[src/rtl/fwcs_pkg.sv]
// Package for the fitness-weighted centroid stepper.
// Holds the request and result types, datapath opcodes, status struct and helpers.
// No dependencies.
package fwcs_pkg;

    localparam int EL_W    = 24;
    localparam int FIT_W   = 32;
    localparam int TOT_W   = 48;
    localparam int CNT_W   = 32;
    localparam int BLEND_W = 17;
    localparam int DVD_W   = 58;
    localparam int DVR_W   = 48;
    localparam int CNT_DIV_W = 6;

    localparam logic [BLEND_W-1:0] BLEND_RESET = 17'd32768;

    typedef struct packed {
        logic                    action;
        logic signed [EL_W-1:0]  element_value;
        logic signed [FIT_W-1:0] point_fitness;
        logic                    last_element;
    } t_in_item;

    typedef struct packed {
        logic                   kind;
        logic signed [EL_W-1:0] coordinate;
        logic                   last_of_run;
        logic                   weight_skipped;
        logic [CNT_W-1:0]       points_absorbed;
    } t_out_item;

    typedef enum logic [3:0] {
        OP_NONE,
        OP_LOAD,
        OP_READ,
        OP_SEED,
        OP_MUL_MEAN,
        OP_DIV_MEAN,
        OP_WR_MEAN,
        OP_MUL_WT,
        OP_DIV_WT,
        OP_WR_WT,
        OP_FIN_NEXT,
        OP_FIN_LAST,
        OP_MUL_A,
        OP_MUL_B,
        OP_EMIT
    } t_dp_op;

    typedef struct packed {
        logic is_propose;
        logic seeding;
        logic skip;
        logic last;
        logic div_done;
        logic out_free;
        logic pidx_last;
    } t_dp_stat;

    function automatic logic signed [EL_W-1:0] sat24(input logic signed [59:0] v);
        logic signed [EL_W-1:0] r;
        if (v > 60'sd8388607) begin
            r = 24'sd8388607;
        end else if (v < -60'sd8388608) begin
            r = -24'sd8388608;
        end else begin
            r = v[EL_W-1:0];
        end
        return r;
    endfunction

endpackage

[src/rtl/fwcs_ctrl.sv]
// Controller: sequences absorb and propose requests through the datapath.
// Depends on fwcs_pkg.
module fwcs_ctrl import fwcs_pkg::*; (
    input  logic     i_clk,
    input  logic     i_rst_n,
    input  logic     i_in_valid,
    output logic     o_in_ready,
    input  t_dp_stat i_stat,
    output t_dp_op   o_op
);

    typedef enum logic [3:0] {
        S_IDLE,
        S_A_READ,
        S_A_SEED,
        S_A_MULM,
        S_A_DIVM,
        S_A_WAITM,
        S_A_WRM,
        S_A_MULW,
        S_A_DIVW,
        S_A_WAITW,
        S_A_WRW,
        S_A_FIN,
        S_P_READ,
        S_P_MULA,
        S_P_MULB,
        S_P_EMIT
    } t_state;

    t_state r_state;
    t_state n_state;

    always_comb begin
        n_state = r_state;
        o_op    = OP_NONE;
        unique case (r_state)
            S_IDLE: begin
                if (i_in_valid) begin
                    o_op    = OP_LOAD;
                    n_state = S_A_READ;
                end
            end
            S_A_READ: begin
                // propose requests share the capture cycle, branch here
                if (i_stat.is_propose) begin
                    n_state = S_P_READ;
                end else if (i_stat.seeding) begin
                    n_state = S_A_SEED;
                end else begin
                    o_op    = OP_READ;
                    n_state = S_A_MULM;
                end
            end
            S_A_SEED: begin
                o_op    = OP_SEED;
                n_state = S_A_FIN;
            end
            S_A_MULM: begin
                o_op    = OP_MUL_MEAN;
                n_state = S_A_DIVM;
            end
            S_A_DIVM: begin
                o_op    = OP_DIV_MEAN;
                n_state = S_A_WAITM;
            end
            S_A_WAITM: begin
                if (i_stat.div_done) begin
                    n_state = S_A_WRM;
                end
            end
            S_A_WRM: begin
                o_op    = OP_WR_MEAN;
                n_state = i_stat.skip ? S_A_FIN : S_A_MULW;
            end
            S_A_MULW: begin
                o_op    = OP_MUL_WT;
                n_state = S_A_DIVW;
            end
            S_A_DIVW: begin
                o_op    = OP_DIV_WT;
                n_state = S_A_WAITW;
            end
            S_A_WAITW: begin
                if (i_stat.div_done) begin
                    n_state = S_A_WRW;
                end
            end
            S_A_WRW: begin
                o_op    = OP_WR_WT;
                n_state = S_A_FIN;
            end
            S_A_FIN: begin
                if (!i_stat.last) begin
                    o_op    = OP_FIN_NEXT;
                    n_state = S_IDLE;
                end else if (i_stat.out_free) begin
                    o_op    = OP_FIN_LAST;
                    n_state = S_IDLE;
                end
            end
            S_P_READ: begin
                o_op    = OP_READ;
                n_state = S_P_MULA;
            end
            S_P_MULA: begin
                o_op    = OP_MUL_A;
                n_state = S_P_MULB;
            end
            S_P_MULB: begin
                o_op    = OP_MUL_B;
                n_state = S_P_EMIT;
            end
            S_P_EMIT: begin
                // hold until the result register frees up
                if (i_stat.out_free) begin
                    o_op    = OP_EMIT;
                    n_state = i_stat.pidx_last ? S_IDLE : S_P_READ;
                end
            end
            default: n_state = S_IDLE;
        endcase
    end

    always_ff @(posedge i_clk) begin
        if (!i_rst_n) begin
            r_state <= S_IDLE;
        end else begin
            r_state <= n_state;
        end
    end

    assign o_in_ready = (r_state == S_IDLE);

endmodule

[config.mk]
export PLATFORM = sky130hd
export DESIGN_NAME = fwcs_ctrl
export DESIGN_NICKNAME = d
export VERILOG_FILES = /design/src/rtl/fwcs_pkg.sv /design/src/rtl/fwcs_ctrl.sv
export SDC_FILE = /design/constraint.sdc
export NUM_CORES = 1
export LEC_CHECK = 0
export ABC_AREA = 1
export BUFFER_PORTS_ARGS = -buffer_cell sky130_fd_sc_hd__buf_2
export CORE_UTILIZATION = 40
export DETAILED_ROUTE_END_ITERATION = 10
export SYNTH_ARGS = -nofsm -noshare
export SYNTH_HDL_FRONTEND = slang
export SYNTH_SLANG_ARGS = --single-unit
[constraint.sdc]
create_clock -name i_clk -period 3.4 [get_ports i_clk]
set_input_delay 0 -clock i_clk [delete_from_list [all_inputs] [get_ports i_clk]]
set_output_delay 0 -clock i_clk [all_outputs]
set_load 0.02 [all_outputs]
Yosys cells after proc, flatten, opt, wreduce, memory -nomap -nowiden --
Index checks and enable logic that the tools add are counted.
Storage, ports and cells: latch bits 0, word-level logic and storage cells 42, ROM bits 0, memories kept 0, bits of input ports 10, output and inout bits 5, register bits 4, RAM bits 0
Operators by class: reduce and logical (&&, ||, !) cells 3, bitwise operators 0, shifts and indexed selects 0, $lt $le $gt $ge 0, add/sub/neg operators 0, div/mod/pow operators 0, multiplexer cells 18, equal/unequal tests 20, multipliers 0
Operator list (number):
- 4-bit case mux with 15 select lines | 1
- 4-bit case mux with 14 select lines | 1
- 4-bit 2-to-1 mux | 12
- 4-bit == test (second input constant) | 8
- 4-bit by 3-bit == test with 1-bit output (second input constant) | 4
- 4-bit by 2-bit == test with 1-bit output (second input constant) | 2
- 2-bit inequality test (second input constant) | 4
- 5-bit AND reduction | 1
- 4-bit by 1-bit == test with 1-bit output (second input constant) | 1
- 4-bit logical NOT | 1
- 2-bit 2-to-1 mux | 2
- 3-bit inequality test (second input constant) | 1
- 1-bit 2-to-1 mux | 2
- 2-bit OR reduction | 1

Logic depth before layout (Yosys ltp) --
depth after elaboration 3, depth in mapped cells 9, mapped depth without buffers 9

Worst setup path before layout --
OpenSTA, ideal clock, no wires.
path type reg-to-reg, start reg r_state[0], end reg r_state[2], path buffers 1, cell stages (with the launch flop) 10, data required time 3.278 ns, arrival 1.040 ns, clock period less this slack 1.161 ns, setup time 0.122 ns, setup slack 2.239 ns, path through dfxtp_1 > buf_6 > inv_1 > nand2_2 > nor2_4 > nand2_4 > nand2_4 > nor2_4 > nand2_1 > a21oi_1
Between the ends: cells in the longest elaborated chain, start to end 3, elaborated cells on any way between the ends 24, classes of those cells eq/ne: 20; mux: 1; reduce/logical: 3
Ends and longest elaborated chain:
- start: declaration | RTL line fwcs_ctrl.sv:31 | t_state r_state;
- start signal: assignment | RTL line fwcs_ctrl.sv:129 | r_state <= n_state;
- 4-bit logical NOT *
- via o_in_ready | RTL line fwcs_ctrl.sv:7 | output logic o_in_ready,
- 2-bit inequality test (no source line)
- 5-bit AND reduction (no source line)
The timed path passes the listed nets; every way through them passes the cells marked *. A chain may end at the register's enable or synchronous reset.

Worst setup path in the final report --
start reg r_state[0], end out o_op[1]
Between the ends: cells in the longest elaborated chain, start to end 2, elaborated cells on any way between the ends 15, classes of those cells eq/ne: 13; mux: 1; reduce/logical: 1
Ends and longest elaborated chain:
- 4-bit == test, or another cell as far along | RTL line fwcs_ctrl.sv:37 | unique case (r_state)
- 4-bit case mux with 14 select lines * | RTL line fwcs_ctrl.sv:37
- end: declaration | RTL line fwcs_ctrl.sv:9 | output t_dp_op o_op
Mark *: on every way between the ends. The rest lies on a longest branch, timed or not.

==> metrics.csv <==
stage;metric;value;unit
timing;RSZ-0062 raised after global routing;false;
setup_path;R2R Path End;r_state[3];
final_layout;Layout fillers;132;
grt;gr usage total;0.1954;
yosys;#FFs+latches synth;4;
placed_design;PortBufs;14;
timing;Final Critical Period;1.591;ns
yosys;Post-synth top flop;dfxtp_1;
final_layout;ant diodes;0;
final_layout;final layout net count;120;
timing;Final Setup Violations;0;
final_layout;commonest cells after routing, fill and taps aside;nand2_1 (25), buf_2 (14), inv_1 (11), nor2_1 (10);
final_layout;biggest registers after layout;r_state x4;
clocking;CTS tree;yes;
final_layout;synth-to-layout area growth;18.63;%
power_and_ir_drop;PD cells;875.6;nW/µm²
setup_path;RR Startpoint;r_state[0];
power_and_ir_drop;largest vdd supply drop;537.7;µV
drt;Final ANT Viol Nets;0;
yosys;Cell variety after synth;21;
drt;Top Layer Used;met3;
grt;gr ovfl total;0;
setup_path;Max stage delay on crit path;0.54;ns
hold_path;hold path depth;3;
setup_path;r2r worst-path depth;6;
clocking;total CTS buffers;3;
timing;Hold Vio Cnt, Final;0;
clocking;clk buf depth;2;
grt;initial antenna violation count;0;
setup_path;Slowest-stage cell, CP;dfxtp_1;
timing;final cycle utilization of the critical path;0.4679;
timing;Max Slew Vio Count;0;
drt;total number of vias;617;
setup_path;CP Capture Type;output port;
floorplan;die area;1476;µm²
setup_path;arrival time at the worst endpoint;1.59;ns
final_layout;commonest non-fill, non-tap cell in the layout;nand2_1;
yosys;synthesized cell area;530.5;µm²
flow_run;Max-Cap Viols;0;
yosys;sequential share of the synthesized area;0.1509;
setup_path;CP cell instances;nand2_2, nor3_1, o22ai_1, o2111ai_1, buf_2;
drt;DR iter-0 viols;23;
setup_path;crit path from;r_state[0];
setup_path;Critical Path End;o_op[1];
drt;met3 wire len;44;µm
setup_path;Worst Setup Start Kind;register;
floorplan;initial core utilization;0.4530;
drt;met1 WL;647;µm
grt;vias in the first global route;510;
timing;Fmax;628.5;MHz
clocking;CTS H-Tree Depth;1;
grt;first-pass GRT wire length;2063;µm
yosys;Syn Inst Count;92;
yosys;Synth async-reset ratio;0;
clocking;Root Buffer;clkbuf_4;
power_and_ir_drop;Pwr Total;551.0;µW
floorplan;row count;12;
timing;tightest hold margin;0.02479;ns
setup_path;Critical Path RT;3.40;ns
setup_path;worst reg2reg setup slack;2.07;ns
setup_path;sum of buffers and inverters on the critical path;1;
floorplan;CORE AREA;1171;µm²
clocking;Num Clock Sinks;4;
floorplan;Die H;38.42;µm
floorplan;IO Count;15;
hold_path;HP Class;input port to register;
timing;post-route clock skew;0.005369;ns
timing;Setup TNS Final;0;ns
yosys;Mean Syn Cell Area;5.766;µm²
grt;largest net degree at the start of global routing;10;
setup_path;worst setup path category;register to output port;
power_and_ir_drop;Leak Pwr;0.0003530;µW
drt;router iterations before antenna repair;4;
clocking;CTS resizes;0;
clocking;hold_buf cts;0;
timing;Worst Tran Pin Value;0.3861;ns
yosys;syn nets;102;
clocking;Worst-path clk slew;0.04;ns
floorplan;Die Wd;38.42;µm
clocking;Post-CTS Setup Bufs;0;
setup_path;CP delay by family, top;flip-flops;
drt;final wirelength;1238;µm
drt;mean routed wirelength per cell;10.15;µm
setup_path;crit path max fanout;9;
drt;post-route DRC violation count;0;
timing;Slew headroom;0.7423;
placed_design;Final Wtd Congestion;0.8429;
placed_design;post-DP HPWL;1045;µm
clocking;worst skew pair latency;0.23;ns
final_layout;share of layout cells above drive strength 1;0.3148;
final_layout;largest reg by FF count;r_state;
final_layout;max reg flops;4;
status;status;completed;
yosys;Yosys Warn Count;0;
final_layout;core occupancy in the finished layout;0.5374;
setup_path;CP Depth;5;
drt;Met2 Wirelength;546;µm
yosys;Post-synth EDFFs;0;
drt;Vias/cell;5.057;
worst reg2reg max path, delay by kind of cell (launching register included):
family	cells	cell delay, ns
simple gates	4	0.50
flops	1	0.54
compound gates	2	0.22
Yosys cell counts (3+ instances only):
| master | count | area (µm²) |
|---|---|---|
| dfxtp_1 | 4 | 80.08 |
| nand2_4 | 3 | 33.78 |
| inv_2 | 4 | 15.01 |
| nor2_1 | 10 | 37.54 |
| nand2_2 | 5 | 31.28 |
| nor3_1 | 3 | 15.01 |
| nand3_1 | 5 | 25.02 |
| inv_1 | 11 | 41.29 |
| nor2_4 | 3 | 33.78 |
| nand2_1 | 25 | 93.84 |
| a21oi_1 | 5 | 25.02 |
| o21ai_0 | 3 | 15.01 |
cells by family after synthesis:
logic type | Yosys count | synth area share
AND/OR/NAND/NOR | 58 | 0.5637
buffers and inverters | 16 | 0.1273
AO/OA/AOI/OAI | 14 | 0.1580
flip-flops | 4 | 0.1509
routing by layer:
layer,track usage,vias up
met5,0,-
met4,0,0
met3,0.05233,0
met2,0.3051,14
met1,0.2842,273
li1,-,330
final cells by class:
type / instances / area [µm²] / share of cell area
Tap cell: 14 / 17.52 / 0.02783
Multi-Input combinational cell: 72 / 382.9 / 0.6083
Inverter: 15 / 56.30 / 0.08946
Sequential cell: 4 / 80.08 / 0.1272
Clock buffer: 3 / 22.52 / 0.03579
Timing Repair Buffer: 14 / 70.07 / 0.1113
how the worst min path moves through the flow:
stage	start	end	slack, ns
detailed placement	i_rst_n	r_state[0]	0.26
global placement	i_rst_n	r_state[0]	0.27
CTS	i_rst_n	r_state[0]	0.02
floorplan	i_rst_n	r_state[0]	0.12
finish	i_rst_n	r_state[0]	0.02
global route	i_rst_n	r_state[0]	0.04
where the power goes:
group | switching (µW) | total (µW) | leakage, µW | internal (µW)
logic | 259 | 392 | 0.000306 | 132
registers | 35.1 | 103 | 0.0000328 | 67.4
clock network | 17.6 | 57.0 | 0.0000138 | 39.3
through the flow:
step                setup WS (ns)  cells  instance area, µm²
floorplan                   2.239     92               530.5
CTS                         1.810    122               629.4
global route                1.628    122               629.4
detailed placement          2.062    119               606.8
finish                      1.809    122               629.4
global placement            2.046    119               606.8
(Power assumes the default switching activity.)
